--- config.mk ---
export PLATFORM = sky130hd
export DESIGN_NAME = min_max_axis_normalizer_unit
export DESIGN_NICKNAME = d
export VERILOG_FILES = /design/src/sv/mmnorm_pkg.sv /design/src/sv/min_max_axis_normalizer_unit.sv
export SDC_FILE = /design/constraint.sdc
export NUM_CORES = 1
export LEC_CHECK = 0
export BUFFER_PORTS_ARGS = -buffer_cell sky130_fd_sc_hd__buf_4
export CORE_MARGIN = 1
export CORE_UTILIZATION = 45
export CTS_CLUSTER_SIZE = 8
export DETAILED_ROUTE_END_ITERATION = 12
export HOLD_SLACK_MARGIN = 0.06
export MAX_ROUTING_LAYER = met4
export SYNTH_ARGS = -nofsm -noshare
export SYNTH_HDL_FRONTEND = slang
export SYNTH_SLANG_ARGS = --single-unit
export TNS_END_PERCENT = 30
--- constraint.sdc ---
create_clock -name clk -period 11.25 [get_ports clk]
set_input_delay 2.25 -clock clk [delete_from_list [all_inputs] [get_ports clk]]
set_output_delay 2.25 -clock clk [all_outputs]
set_load 0.05 [all_outputs]
--- src/sv/mmnorm_pkg.sv ---
`timescale 1ns / 1ps
// ----------------------------------------------------------------------------
// mmnorm_pkg
// Types and constants shared by the min/max axis normaliser.
// ----------------------------------------------------------------------------
package mmnorm_pkg;

	// Fixed field geometry
	localparam int NUM_AXES   = 3;
	localparam int AXIS_IDX_W = 2;
	localparam int RAW_W      = 16;
	localparam int DIFF_W     = 17;
	localparam int NORM_W     = 17;

	localparam logic [NORM_W-1:0]       NORM_MAX  = 17'h1FFFF;
	localparam logic signed [RAW_W-1:0] MIN_RESET = 16'sh7FFF;
	localparam logic signed [RAW_W-1:0] MAX_RESET = 16'sh8000;

	// Input word: three raw axis samples, low byte first
	typedef struct packed {
		logic [7:0] x_lsb;
		logic [7:0] x_msb;
		logic [7:0] y_lsb;
		logic [7:0] y_msb;
		logic [7:0] z_lsb;
		logic [7:0] z_msb;
	} sample_t;

	// Output word: normalised position and fresh flag per axis
	typedef struct packed {
		logic [NORM_W-1:0] norm_x;
		logic [NORM_W-1:0] norm_y;
		logic [NORM_W-1:0] norm_z;
		logic              ready_x;
		logic              ready_y;
		logic              ready_z;
	} result_t;

	// Sequencer states
	typedef enum logic [2:0] {
		ST_IDLE,
		ST_LOAD,
		ST_DIV,
		ST_STORE,
		ST_WRITE
	} state_t;

endpackage

--- src/sv/min_max_axis_normalizer_unit.sv ---
`timescale 1ns / 1ps
// ----------------------------------------------------------------------------
// min_max_axis_normalizer_unit
// Running min/max tracker and per-axis range normaliser.
// ----------------------------------------------------------------------------
// Usage:
//  - Input channel (sample_valid / sample_stall / sample) takes one word of
//    six raw bytes. A word is taken when valid is high and stall is low.
//  - Output channel (result_valid / result_stall / result) gives one word
//    per input word: (v-min)/(max-min) per axis with NORM_FRAC_BITS
//    fractional bits, plus a ready flag per axis.
//  - Each axis takes a load state to update min/max, then, when its range
//    is nonzero, NORM_FRAC_BITS+1 steps of the shared restoring divider and
//    a store state. An axis with an empty range skips the divider and the
//    store state.
//  - The divider is shared across axes, so one word is in work at a time;
//    sample_stall stays high from accept until the result is registered.
//  - The result sits in an output register: the next word is taken while
//    an earlier result still waits. If result_stall holds the previous
//    word when a new one is done, the sequencer waits in its write state.
//  - Reset sets each min to 32767, each max to -32768 and held norms to 0.
// ----------------------------------------------------------------------------
module min_max_axis_normalizer_unit #(
	parameter int AXIS_COUNT     = 3,
	parameter int NORM_FRAC_BITS = 16
) (
	input  logic                  clk,
	input  logic                  arst_n,
	input  logic                  sample_valid,
	output logic                  sample_stall,
	input  mmnorm_pkg::sample_t   sample,
	output logic                  result_valid,
	input  logic                  result_stall,
	output mmnorm_pkg::result_t   result
);

	localparam int QUOT_W = NORM_FRAC_BITS + 1;
	localparam int CNT_W  = $clog2(NORM_FRAC_BITS + 1);
	localparam int EXT_W  = QUOT_W + mmnorm_pkg::NORM_W;

	mmnorm_pkg::state_t state_q, state_d;

	mmnorm_pkg::sample_t sample_q;
	logic [mmnorm_pkg::AXIS_IDX_W-1:0] axis_q;
	logic [CNT_W-1:0] cnt_q;

	logic signed [mmnorm_pkg::RAW_W-1:0] min_q [mmnorm_pkg::NUM_AXES];
	logic signed [mmnorm_pkg::RAW_W-1:0] max_q [mmnorm_pkg::NUM_AXES];
	logic [mmnorm_pkg::NORM_W-1:0]       held_norm_q [mmnorm_pkg::NUM_AXES];
	logic [mmnorm_pkg::NUM_AXES-1:0]     ready_q;

	logic [mmnorm_pkg::DIFF_W-1:0] rem_q;
	logic [mmnorm_pkg::DIFF_W-1:0] den_q;
	logic [QUOT_W-1:0]             quot_q;

	mmnorm_pkg::result_t result_q;
	logic                result_valid_q;

	// Control strobes from the sequencer
	logic accept;
	logic do_load;
	logic do_div;
	logic do_store;
	logic do_write;

	// Axis sample selection and assembly
	logic [7:0] lsb_sel;
	logic [7:0] msb_sel;
	logic signed [mmnorm_pkg::RAW_W-1:0] v;
	logic signed [mmnorm_pkg::RAW_W-1:0] new_min;
	logic signed [mmnorm_pkg::RAW_W-1:0] new_max;
	logic [mmnorm_pkg::DIFF_W-1:0] num;
	logic [mmnorm_pkg::DIFF_W-1:0] den;
	logic range_nz;
	logic last_axis;
	logic div_done;

	// Divider step
	logic [mmnorm_pkg::DIFF_W-1:0] trial;
	logic                          trial_ge;
	logic [EXT_W-1:0]              quot_ext;
	logic [mmnorm_pkg::NORM_W-1:0] quot_sat;

	always_comb begin
		case (axis_q)
			2'd0: begin
				lsb_sel = sample_q.x_lsb;
				msb_sel = sample_q.x_msb;
			end
			2'd1: begin
				lsb_sel = sample_q.y_lsb;
				msb_sel = sample_q.y_msb;
			end
			default: begin
				lsb_sel = sample_q.z_lsb;
				msb_sel = sample_q.z_msb;
			end
		endcase
	end

	assign v       = signed'({msb_sel, lsb_sel});
	assign new_min = (v < min_q[axis_q]) ? v : min_q[axis_q];
	assign new_max = (v > max_q[axis_q]) ? v : max_q[axis_q];

	// Differences are never negative and fit 16 bits; 17 keeps the sign room
	assign num = {v[mmnorm_pkg::RAW_W-1], v}
	           - {new_min[mmnorm_pkg::RAW_W-1], new_min};
	assign den = {new_max[mmnorm_pkg::RAW_W-1], new_max}
	           - {new_min[mmnorm_pkg::RAW_W-1], new_min};

	assign range_nz  = (new_max != new_min);
	assign last_axis = (axis_q == mmnorm_pkg::AXIS_IDX_W'(AXIS_COUNT - 1));
	assign div_done  = (cnt_q == CNT_W'(NORM_FRAC_BITS));

	// Restoring step: the first step gives the integer bit, no shift
	assign trial    = (cnt_q == '0) ? rem_q : {rem_q[mmnorm_pkg::DIFF_W-2:0], 1'b0};
	assign trial_ge = (trial >= den_q);

	// Saturate the quotient into the 17-bit field
	assign quot_ext = {{mmnorm_pkg::NORM_W{1'b0}}, quot_q};
	assign quot_sat = (quot_ext > EXT_W'(mmnorm_pkg::NORM_MAX)) ? mmnorm_pkg::NORM_MAX
	                : quot_ext[mmnorm_pkg::NORM_W-1:0];

	// Next state
	always_comb begin
		state_d = state_q;
		case (state_q)
			mmnorm_pkg::ST_IDLE: begin
				if (sample_valid) state_d = mmnorm_pkg::ST_LOAD;
			end
			mmnorm_pkg::ST_LOAD: begin
				if (range_nz)       state_d = mmnorm_pkg::ST_DIV;
				else if (last_axis) state_d = mmnorm_pkg::ST_WRITE;
			end
			mmnorm_pkg::ST_DIV: begin
				if (div_done) state_d = mmnorm_pkg::ST_STORE;
			end
			mmnorm_pkg::ST_STORE: begin
				state_d = last_axis ? mmnorm_pkg::ST_WRITE : mmnorm_pkg::ST_LOAD;
			end
			mmnorm_pkg::ST_WRITE: begin
				if (!result_valid_q || !result_stall) state_d = mmnorm_pkg::ST_IDLE;
			end
			default: state_d = mmnorm_pkg::ST_IDLE;
		endcase
	end

	// Sequencer outputs
	always_comb begin
		sample_stall = 1'b1;
		do_load      = 1'b0;
		do_div       = 1'b0;
		do_store     = 1'b0;
		do_write     = 1'b0;
		case (state_q)
			mmnorm_pkg::ST_IDLE:  sample_stall = 1'b0;
			mmnorm_pkg::ST_LOAD:  do_load = 1'b1;
			mmnorm_pkg::ST_DIV:   do_div = 1'b1;
			mmnorm_pkg::ST_STORE: do_store = 1'b1;
			mmnorm_pkg::ST_WRITE: do_write = !result_valid_q || !result_stall;
			default: sample_stall = 1'b1;
		endcase
	end

	assign accept = sample_valid && !sample_stall;

	always_ff @(posedge clk or negedge arst_n) begin
		if (!arst_n) begin
			state_q <= mmnorm_pkg::ST_IDLE;
		end else begin
			state_q <= state_d;
		end
	end

	// Input capture
	always_ff @(posedge clk) begin
		if (accept) sample_q <= sample;
	end

	// Axis index and step counter
	always_ff @(posedge clk or negedge arst_n) begin
		if (!arst_n) begin
			axis_q <= '0;
			cnt_q  <= '0;
		end else begin
			if (accept) begin
				axis_q <= '0;
			end else if ((do_load && !range_nz && !last_axis) || (do_store && !last_axis)) begin
				axis_q <= axis_q + 1'b1;
			end
			if (do_load) begin
				cnt_q <= '0;
			end else if (do_div) begin
				cnt_q <= cnt_q + 1'b1;
			end
		end
	end

	// Running range and held norms per axis
	always_ff @(posedge clk or negedge arst_n) begin
		if (!arst_n) begin
			for (int i = 0; i < mmnorm_pkg::NUM_AXES; i++) begin
				min_q[i]       <= mmnorm_pkg::MIN_RESET;
				max_q[i]       <= mmnorm_pkg::MAX_RESET;
				held_norm_q[i] <= '0;
			end
			ready_q <= '0;
		end else begin
			if (accept) ready_q <= '0;
			if (do_load) begin
				min_q[axis_q] <= new_min;
				max_q[axis_q] <= new_max;
			end
			if (do_store) begin
				held_norm_q[axis_q] <= quot_sat;
				ready_q[axis_q]     <= 1'b1;
			end
		end
	end

	// Shared divider datapath
	always_ff @(posedge clk) begin
		if (do_load) begin
			rem_q  <= num;
			den_q  <= den;
			quot_q <= '0;
		end else if (do_div) begin
			rem_q  <= trial_ge ? (trial - den_q) : trial;
			quot_q <= {quot_q[QUOT_W-2:0], trial_ge};
		end
	end

	// Output register; unused axes never move from their reset zeros
	always_ff @(posedge clk or negedge arst_n) begin
		if (!arst_n) begin
			result_valid_q <= 1'b0;
		end else if (do_write) begin
			result_valid_q <= 1'b1;
		end else if (!result_stall) begin
			result_valid_q <= 1'b0;
		end
	end

	always_ff @(posedge clk) begin
		if (do_write) begin
			result_q.norm_x  <= held_norm_q[0];
			result_q.norm_y  <= held_norm_q[1];
			result_q.norm_z  <= held_norm_q[2];
			result_q.ready_x <= ready_q[0];
			result_q.ready_y <= ready_q[1];
			result_q.ready_z <= ready_q[2];
		end
	end

	assign result_valid = result_valid_q;
	assign result       = result_q;

endmodule

==> flow_metrics.tcl, run 1 <==
set metrics [dict create \
    globalRouteOverflowTotal 0 \
    die_area_um2 36000 \
    required_time_at_the_worst_slack_endpoint_ns 11.55 \
    die_h_um 190 \
    diode_count 0 \
    layout_min_cycle_time_ns 8.33 \
    finClkSkew_ns 0.0205 \
    cts_hold_buf 0 \
    max_clock_freq_ghz 0.120 \
    synth_area_leader_cell "sky130_fd_sc_hd__edfxtp_1" \
    initial_antenna_violation_count 0 \
    final_antenna_net_count 0 \
    area_delta_synth_final_pct 16.5 \
    rows 68 \
    min_to "result[5]$_DFFE_PP_" \
    grt_first_pass_wirelength_um 62900 \
    fin_ws_ns 2.92 \
    timing_worst_setup_path_type "flip-flop to flip-flop" \
    yosysSeqAreaShare_pct 53.7 \
    synthesis.nets 1565 \
    ios 108 \
    routed_wire_length_per_instance_um 19.5 \
    min-delay-start "held_norm_q[2]$_DFFE_PN0P_" \
    synthCells 1443 \
    clock_tree.buffer_depth 3 \
    cts.htree.levels 2 \
    drt-initial-drc-count 646 \
    drcViolationCount 0 \
    slew_worst_pin_ns 1.21 \
    start_util_pct 45.8 \
    cts_resized 0 \
    grt_max_degree 85 \
    crit_path_top_delay_cell "sky130_fd_sc_hd__ha_1" \
    clk_pin_slew_ns 0.06 \
    avg_cell_area_syn_um2 11.0 \
    end_kind "flip-flop" \
    worstPathMaxFanout 36 \
    timing.rr.start "axis_q[0]$_DFFE_PN0P_" \
    drt_pass1_iterations 5 \
    final_nets 1673 \
    routed_wl_um 39800 \
    fin_tns_setup_ns 0 \
    fraction_of_layout_instances_using_a_drive_strength_above_1_pct 21.2 \
    crit_path_max_incr_delay_ns 0.75 \
    cts.root.buffer_cell "sky130_fd_sc_hd__clkbuf_16" \
    ys_async_sr_fraction_pct 51.3 \
    synth-warning-count 0 \
    final_cells 2043 \
    tritoncts "yes" \
    synth_enable_flop_cells 136 \
    worstHoldPathCells 0 \
    timing.reg2reg.setup_slack_ns 2.92 \
    worst_skew_pair_later_pin_latency_ns 0.57 \
    worst-r2r-cell-count 32 \
    cts_inserted_buffers 45 \
    maximum_capacitance_violations 0 \
    post-synth-top-area-fraction_pct 25.7 \
    final_max_slew_viol_count 0 \
    holdCritPathClass "flip-flop to flip-flop" \
    gp_congestion 0.883 \
    max-slew-margin-rel_pct 19.0 \
    die_x_um 190 \
    ranking_of_synthesized_cells_by_area "sky130_fd_sc_hd__edfxtp_1, sky130_fd_sc_hd__dfrtp_1, sky130_fd_sc_hd__dfstp_2" \
    setup_viol_count_final 0 \
    synthesis_stage_register_bit_count 314 \
    rr_endpoint "rem_q[14]$_DFFE_PP_" \
    critical_path_arrival_ns 8.63 \
    start_kind "flip-flop" \
    flip_flop_cell_with_the_highest_count_after_synthesis "sky130_fd_sc_hd__edfxtp_1" \
    cts_setup_buffers 0 \
    fp.coreArea_um2 34600 \
    clkSinkCount 314 \
    status "finished, final reports clean" \
    post_drt_via_cell_ratio 5.45 \
    port_buffers 107 \
    placement.setup.worst_slack_ns 3.01 \
    placedCellCount 1959 \
    grt_pass1_vias 11100 \
    hold_viol 0 \
    detailed_place_hpwl_um 28200 \
    vias 11100 \
    synth_cell_types 85 \
    final_min_period_over_clock_period_pct 74.1 \
    netlist_area_um2 15900 \
    rsz0062_at_grt "false" \
    grt_util_all_layers_pct 23.4 \
]
[layout by cell type (no fill, tap or decap), types with 4 or more instances in the layout]
cell                        synthesis  layout
sky130_fd_sc_hd__a21o_1            20      20
sky130_fd_sc_hd__nor2_1            79      79
sky130_fd_sc_hd__o21ai_0          157     157
sky130_fd_sc_hd__a22o_1            33      33
sky130_fd_sc_hd__ha_1              69      69
sky130_fd_sc_hd__a221oi_1           4       4
sky130_fd_sc_hd__mux2i_1           51      51
sky130_fd_sc_hd__buf_4              2     122
sky130_fd_sc_hd__inv_1             69      68
sky130_fd_sc_hd__nand2_1          191     188
sky130_fd_sc_hd__a21boi_0           6       6
sky130_fd_sc_hd__maj3_1            10      10
sky130_fd_sc_hd__xor2_1            12      12
sky130_fd_sc_hd__a21oi_1           81      80
sky130_fd_sc_hd__clkbuf_16          0      45
sky130_fd_sc_hd__a31oi_1            6       5
sky130_fd_sc_hd__o31ai_1            4       4
sky130_fd_sc_hd__edfxtp_1         136     136
sky130_fd_sc_hd__dfstp_2           48      48
sky130_fd_sc_hd__clkbuf_1          47      35
sky130_fd_sc_hd__nor2b_1            7       7
sky130_fd_sc_hd__nand4_1           12      12
sky130_fd_sc_hd__nor3_1            13      13
sky130_fd_sc_hd__mux2_2            86      86
sky130_fd_sc_hd__o21a_1             5       5
sky130_fd_sc_hd__xnor2_1           33      33
sky130_fd_sc_hd__a211oi_1           8       8
sky130_fd_sc_hd__o211ai_1           4       4
sky130_fd_sc_hd__dfxtp_1           17      17
sky130_fd_sc_hd__and3_1             4       4
sky130_fd_sc_hd__dfrtp_1          113     112
sky130_fd_sc_hd__nand3_1           13      13
sky130_fd_sc_hd__nand2b_1          11      11
sky130_fd_sc_hd__o22ai_1            9       9
[metal layers]
| metal | up-vias | track usage (%) | part of all wire, % |
|---|---|---|---|
| met2 | 231 | 38.5 | 50 |
| met4 | 0 | 7.97 | 2.7 |
| met3 | 60 | 3.30 | 3.6 |
| met5 | - | - | 0 |
| li1 | 5434 | - | - |
| met1 | 5417 | 29.6 | 44 |
[cells by family (layout without fill, tap and decap cells)]
| group | count (synthesis) | count (layout) | synth area share, % |
|---|---|---|---|
| DFF | 314 | 314 | 53.7 |
| adders and majority gates | 81 | 81 | 6.27 |
| AOI/OAI and AO/OA | 383 | 383 | 15.5 |
| xor gates and xnor gates | 45 | 45 | 2.48 |
| muxes | 138 | 138 | 9.41 |
| buffers and inverters | 132 | 277 | 3.28 |
| and+or+nand+nor | 350 | 350 | 9.43 |
[cell usage after synthesis, types with 3 or more instances]
master,count
sky130_fd_sc_hd__o21ai_0,157
sky130_fd_sc_hd__a31oi_1,6
sky130_fd_sc_hd__xor2_1,12
sky130_fd_sc_hd__ha_1,69
sky130_fd_sc_hd__and3_1,4
sky130_fd_sc_hd__a211oi_1,8
sky130_fd_sc_hd__a22o_1,33
sky130_fd_sc_hd__nand4_1,12
sky130_fd_sc_hd__buf_2,8
sky130_fd_sc_hd__a21o_1,20
sky130_fd_sc_hd__dfstp_2,48
sky130_fd_sc_hd__o22ai_1,9
sky130_fd_sc_hd__dfrtp_1,113
sky130_fd_sc_hd__nand2_1,191
sky130_fd_sc_hd__o31ai_1,4
sky130_fd_sc_hd__o21ai_2,3
sky130_fd_sc_hd__o211ai_1,4
sky130_fd_sc_hd__a21oi_1,81
sky130_fd_sc_hd__xnor2_1,33
sky130_fd_sc_hd__and2_1,3
sky130_fd_sc_hd__a21boi_0,6
sky130_fd_sc_hd__nand2b_1,11
sky130_fd_sc_hd__a22oi_1,3
sky130_fd_sc_hd__a31o_2,3
sky130_fd_sc_hd__nor2b_1,7
sky130_fd_sc_hd__inv_1,69
sky130_fd_sc_hd__edfxtp_1,136
sky130_fd_sc_hd__maj3_1,10
sky130_fd_sc_hd__buf_1,4
sky130_fd_sc_hd__nor3_1,13
sky130_fd_sc_hd__or3_1,3
sky130_fd_sc_hd__nand3_1,13
sky130_fd_sc_hd__dfxtp_1,17
sky130_fd_sc_hd__mux2_2,86
sky130_fd_sc_hd__o21a_1,5
sky130_fd_sc_hd__mux2i_1,51
sky130_fd_sc_hd__nor2_1,79
sky130_fd_sc_hd__a221oi_1,4
sky130_fd_sc_hd__clkbuf_1,47
[critical path, delay by kind of cell, from the launching register on]
family,cells,cell delay (ns)
fa+ha+maj,4,1.62
mux,1,0.06
buf+inv,6,1.26
simple gates,8,1.51
flops,1,0.36
compound gates,13,3.25
[per-stage QoR]
stage | util, % | instance area (um^2) | hold WS (ns)
2_1_floorplan | - | 15900 | 0.419
3_3_place_gp | 49.5 | 17100 | 0.424
3_5_place_dp | 49.5 | 17100 | 0.426
4_1_cts | 53.4 | 18500 | 0.436
5_1_grt | 53.4 | 18500 | 0.449
6_report | 53.4 | 18500 | 0.434
[state kept, by name, indices dropped and copies added, names as in the netlist]
name and flops:
result_valid 1, ready_q 3, max_q 48, cnt_q 5, sample_q 48, state_q 3, min_q 48, result 54
rem_q 17, held_norm_q 51, axis_q 2, den_q 17, quot_q 17
[worst max-delay path by stage]
| stage | from | to | cells past startpoint |
|---|---|---|---|
| floorplan | axis_q[1]$_DFFE_PN0P_ | rem_q[14]$_DFFE_PP_ | 38 |
| global placement | axis_q[0]$_DFFE_PN0P_ | rem_q[14]$_DFFE_PP_ | 32 |
| detailed placement | axis_q[0]$_DFFE_PN0P_ | rem_q[14]$_DFFE_PP_ | 32 |
| CTS | axis_q[0]$_DFFE_PN0P_ | rem_q[14]$_DFFE_PP_ | 32 |
| global route | axis_q[0]$_DFFE_PN0P_ | rem_q[14]$_DFFE_PP_ | 32 |
| finish | axis_q[0]$_DFFE_PN0P_ | rem_q[14]$_DFFE_PP_ | 32 |
[final cells by class]
cell class                 instances  area (um^2)
sequential                       314         8510
tap                              455          569
inverter                          70          263
clock buffer                      80         1260
clock inverter                     4         96.3
timing repair buffer             123          927
multi-input combinational        997         6860
fill                            3065        16100
Power of run 1 is not shown: default switching activity piles up to over one toggle a cycle in this logic, so the estimate is an artifact.
==> run 2, diff against run 1 <==
- clock period: 11.25 -> 8.1 ns (I/O delays scaled with it)
==> run 2 against run 1 <==
Against the previous run: final cell count rose by 0.34%; largest cell class unchanged; first-iteration DRC count rose by 2.3%; die area did not move; highest routed layer unchanged; global-route usage fell by 0.15 points.
==> flow_metrics.tcl, run 2 (synthesis gave the netlist of run 1 again) <==
set metrics [dict create \
    status "finished, final reports clean" \
    cts_setup_buffers 0 \
    final_common_cell "sky130_fd_sc_hd__nand2_1" \
    diode_count 0 \
    finClkSkew_ns 0.0226 \
    clock_tree.buffer_depth 3 \
    die_h_um 190 \
    final_nets 1680 \
    layout_min_cycle_time_ns 7.27 \
    cts_inserted_buffers 45 \
    timing.reg2reg.setup_slack_ns 0.83 \
    final_antenna_net_count 0 \
    detailed_place_hpwl_um 28100 \
    routed_wl_um 39500 \
    placedCellCount 1966 \
    rsz0062_at_grt "false" \
    cts.root.buffer_cell "sky130_fd_sc_hd__clkbuf_16" \
    final_max_slew_viol_count 0 \
    worstHoldPathCells 0 \
    setup_viol_count_final 0 \
    tritoncts "yes" \
    hold_viol 0 \
    initial_antenna_violation_count 0 \
    min_to "result[24]$_DFFE_PP_" \
    final.fill_count 3068 \
    start_util_pct 45.8 \
    worst-r2r-cell-count 28 \
    crit_path_top_delay_cell "sky130_fd_sc_hd__a21oi_1" \
    final_cells 2050 \
    cts.htree.levels 2 \
    fp.coreArea_um2 34600 \
    holdCritPathClass "flip-flop to flip-flop" \
    grt_first_pass_wirelength_um 62900 \
    layout.cells.most_common_list "sky130_fd_sc_hd__nand2_1, sky130_fd_sc_hd__o21ai_0, sky130_fd_sc_hd__edfxtp_1" \
    worst_skew_pair_later_pin_latency_ns 0.56 \
    sequential_cell_area_um2 8510 \
    post_drt_via_cell_ratio 5.48 \
    total_placed_instance_area_um2 17200 \
    critical_path_arrival_ns 7.56 \
    rr_endpoint "rem_q[14]$_DFFE_PP_" \
    timing_worst_setup_path_type "flip-flop to flip-flop" \
    port_buffers 107 \
    clkSinkCount 314 \
    crit_path_max_incr_delay_ns 0.53 \
    min-delay-start "held_norm_q[21]$_DFFE_PN0P_" \
    die_x_um 190 \
    drcViolationCount 0 \
    max_clock_freq_ghz 0.138 \
    worstPathMaxFanout 35 \
    routed_wire_length_per_instance_um 19.3 \
    cts_resized 0 \
    drt_pass1_iterations 6 \
    die_area_um2 36000 \
    max-slew-margin-rel_pct 19.5 \
    timing.rr.start "axis_q[1]$_DFFE_PN0P_" \
    globalRouteOverflowTotal 0 \
    final_min_period_over_clock_period_pct 89.7 \
    ios 108 \
    end_kind "flip-flop" \
    start_kind "flip-flop" \
    fraction_of_layout_instances_using_a_drive_strength_above_1_pct 21.5 \
    slew_worst_pin_ns 1.20 \
    grt_util_all_layers_pct 23.2 \
    required_time_at_the_worst_slack_endpoint_ns 8.39 \
    fin_tns_setup_ns 0 \
    drt-initial-drc-count 661 \
    grt_max_degree 102 \
    flip_flop_count_of_the_largest_register_after_layout 54 \
    rows 68 \
    postLayoutCellArea_um2 18500 \
    grt_pass1_vias 11100 \
    maximum_capacitance_violations 0 \
    clk_pin_slew_ns 0.06 \
    final_util_pct 53.5 \
    gp_congestion 0.901 \
    area_delta_synth_final_pct 16.7 \
    vias 11200 \
    cts_hold_buf 0 \
    multiInputGateArea_um2 6850 \
]
## run 2: cell types whose count changed in the layout (fill, tap and decap cells not counted), sizes merged
| cell | before | now |
|---|---|---|
| clkinv | 3 | 4 |
| bufinv | 1 | 0 |
| buf | 123 | 130 |
## run 2: worst max-delay path by stage
stage                                     end                  start  cells after the start
after floorplan           rem_q[14]$_DFFE_PP_  axis_q[1]$_DFFE_PN0P_                     38
after global placement    rem_q[14]$_DFFE_PP_  axis_q[1]$_DFFE_PN0P_                     28
after detailed placement  rem_q[14]$_DFFE_PP_  axis_q[1]$_DFFE_PN0P_                     28
after CTS                 rem_q[14]$_DFFE_PP_  axis_q[1]$_DFFE_PN0P_                     28
after global routing      rem_q[14]$_DFFE_PP_  axis_q[1]$_DFFE_PN0P_                     30
final                     rem_q[14]$_DFFE_PP_  axis_q[1]$_DFFE_PN0P_                     28
## run 2: layout make-up
cell class / count / share of cell area (%)
Sequential cell: 314 / 46.0
Clock inverter: 4 / 0.385
Tap cell: 455 / 3.07
Timing Repair Buffer: 130 / 5.29
Clock buffer: 80 / 6.85
Multi-Input combinational cell: 997 / 37.0
Inverter: 70 / 1.42
## run 2: through the flow
step	setup slack (ns)	hold slack, ns
floorplan	0.0468	0.419
global placement	1.17	0.425
detailed placement	0.949	0.427
CTS	0.897	0.439
global route	0.105	0.445
finish	0.832	0.439
## run 2: worst max-delay path, delay by kind of cell, from the launching register on
kind / cells / cell delay [ns]
AO/OA/AOI/OAI: 12 / 2.93
adder cells (fa/ha/maj): 3 / 1.14
buffers and inverters: 4 / 0.92
flip-flops: 1 / 0.40
multiplexers: 1 / 0.06
AND/OR/NAND/NOR: 8 / 1.53
## run 2: metal layers
| metal | track usage [%] | wire length (um) |
|---|---|---|
| met1 | 29.3 | 17500 |
| met2 | 38.9 | 19400 |
| met5 | - | 0 |
| met3 | 3.30 | 1650 |
| met4 | 6.89 | 970 |
Power of run 2 is left out for the same reason.
==> run 3, diff against run 2 <==
- PLACE_DENSITY: default -> 0.77
- clock period: 8.1 -> 6.6 ns (I/O delays scaled with it)
==> run 3 against run 2 <==
Against the previous run: setup slack got worse by 0.42 ns; wire length decreased by 4.7%; largest cell class unchanged; maximum frequency increased by 17%; sequential cell count unchanged; design area increased by 1.9%; final cell count increased by 0.93%; die area unchanged.
==> flow_metrics.tcl, run 3 (synthesis gave the netlist of run 1 again) <==
set metrics [dict create \
    status "finished, final reports clean" \
    detailed_place_hpwl_um 26400 \
    drt-initial-drc-count 846 \
    post_drt_via_cell_ratio 5.55 \
    initial_antenna_violation_count 0 \
    routed_wl_um 37700 \
    slew_worst_pin_ns 1.08 \
    buffers_inverters_on_critical_path 4 \
    timing.critical_path.max_delay_family "compound AO/OA/AOI/OAI gates" \
    crit_path_max_incr_delay_ns 0.45 \
    drcViolationCount 0 \
    grt_max_degree 63 \
    setup_viol_count_final 0 \
    grt_util_all_layers_pct 22.0 \
    port_buffers 107 \
    total_placed_instance_area_um2 17400 \
    max-slew-margin-rel_pct 28.3 \
    die_x_um 190 \
    grt_first_pass_wirelength_um 60800 \
    die_h_um 190 \
    postLayoutCellArea_um2 18900 \
    final_max_slew_viol_count 0 \
    globalRouteOverflowTotal 0 \
    fin_ws_ns 0.409 \
    clkSinkCount 314 \
    final_nets 1700 \
    layout_min_cycle_time_ns 6.19 \
    cts_inserted_buffers 45 \
    holdCritPathClass "flip-flop to flip-flop" \
    routed_wire_length_per_instance_um 18.2 \
    worstPathMaxFanout 25 \
    area_delta_synth_final_pct 18.9 \
    maximum_capacitance_violations 0 \
    vias 11500 \
    grt_pass1_vias 11500 \
    placement.setup.worst_slack_ns -0.295 \
    required_time_at_the_worst_slack_endpoint_ns 6.89 \
    hold_viol 0 \
    cts.root.buffer_cell "sky130_fd_sc_hd__clkbuf_16" \
    clk_pin_slew_ns 0.05 \
    gp_congestion 0.929 \
    fp.coreArea_um2 34600 \
    timing.reg2reg.setup_slack_ns 0.41 \
    critical_path_arrival_ns 6.48 \
    diode_count 0 \
    fin_tns_setup_ns 0 \
    timing_worst_setup_path_type "flip-flop to flip-flop" \
    rows 68 \
    worst_skew_pair_later_pin_latency_ns 0.56 \
    end_kind "flip-flop" \
    flip_flop_count_of_the_largest_register_after_layout 54 \
    clock_tree.buffer_depth 3 \
    final_antenna_net_count 0 \
    ios 108 \
    crit_path_top_delay_cell "sky130_fd_sc_hd__dfrtp_2" \
    drt_pass1_iterations 5 \
    start_util_pct 45.8 \
    start_kind "flip-flop" \
    final_common_cell "sky130_fd_sc_hd__nand2_1" \
    fraction_of_layout_instances_using_a_drive_strength_above_1_pct 23.9 \
    cts.htree.levels 2 \
    layout.cells.most_common_list "sky130_fd_sc_hd__nand2_1, sky130_fd_sc_hd__o21ai_0, sky130_fd_sc_hd__buf_4" \
    die_area_um2 36000 \
    tritoncts "yes" \
    max_clock_freq_ghz 0.162 \
    finClkSkew_ns 0.0218 \
    final_min_period_over_clock_period_pct 93.8 \
    most_frequent_cp_cell "sky130_fd_sc_hd__a221oi_2" \
    cts_hold_buf 0 \
]
## run 3: cell types whose count changed in the layout (fill, tap and decap cells not counted), moves of 3 or more
| cell | delta |
|---|---|
| sky130_fd_sc_hd__buf_4 | +16 |
| sky130_fd_sc_hd__a21oi_1 | -8 |
| sky130_fd_sc_hd__a21oi_2 | +6 |
| sky130_fd_sc_hd__a221oi_1 | -3 |
| sky130_fd_sc_hd__a221oi_2 | +3 |
| sky130_fd_sc_hd__ha_1 | -3 |
| sky130_fd_sc_hd__ha_4 | +3 |
| sky130_fd_sc_hd__nand2_1 | +3 |
| sky130_fd_sc_hd__nand2_2 | -3 |
| sky130_fd_sc_hd__o21ai_0 | -3 |
## run 3: path summary, 6_finish.rpt
kind                                       startpoint                           to  cells after the start
max in group asynchronous                      arst_n        axis_q[0]$_DFFE_PN0P_                      2
setup reg to reg                axis_q[0]$_DFFE_PN0P_          rem_q[14]$_DFFE_PP_                     28
hold reg to reg            held_norm_q[4]$_DFFE_PN0P_          result[7]$_DFFE_PP_                      0
setup / recovery                axis_q[0]$_DFFE_PN0P_          rem_q[14]$_DFFE_PP_                     28
hold / removal             held_norm_q[4]$_DFFE_PN0P_          result[7]$_DFFE_PP_                      0
min in group asynchronous                      arst_n  held_norm_q[38]$_DFFE_PN0P_                      1
## run 3: timing repair
action                                  in CTS  in global routing
endpoints found under the setup margin       6                  8
buffers inserted                             0                  3
pin swaps                                    0                  0
hold endpoints to repair                     0                  0
gates resized for setup                      1                 19
## run 3: layer usage
metal	global-route usage, %	share of wire [%]	routed length [um]
met4	5.77	1.9	719
met1	28.9	45	16900
met2	35.6	48	18000
met3	3.23	5.4	2040
met5	-	0	0
## run 3: metrics by stage
step,instances,hold WS (ns),util (%)
detailed placement,1983,0.429,50.3
global route,2069,0.453,54.5
floorplan,1443,0.419,-
CTS,2066,0.437,54.2
finish,2069,0.436,54.5
global placement,1983,0.426,50.3
## run 3: cell type report
| cell class | instances | area (um^2) |
|---|---|---|
| sequential | 314 | 8520 |
| clock buffer | 81 | 1300 |
| timing repair buffer | 150 | 1170 |
| tap | 455 | 569 |
| multi-input combinational | 997 | 7000 |
| inverter | 70 | 277 |
| fill | 2940 | 15800 |
| clock inverter | 2 | 38.8 |
## run 3: worst register-to-register path, delay by kind of cell (launching register included)
| family | cells | cell delay (ns) |
|---|---|---|
| multiplexers | 1 | 0.06 |
| AND/OR/NAND/NOR | 7 | 1.34 |
| flip-flops | 1 | 0.45 |
| adder cells (fa/ha/maj) | 3 | 0.82 |
| AO/OA/AOI/OAI | 13 | 2.52 |
| buffers and inverters | 4 | 0.78 |
Power of run 3 is left out for the same reason.
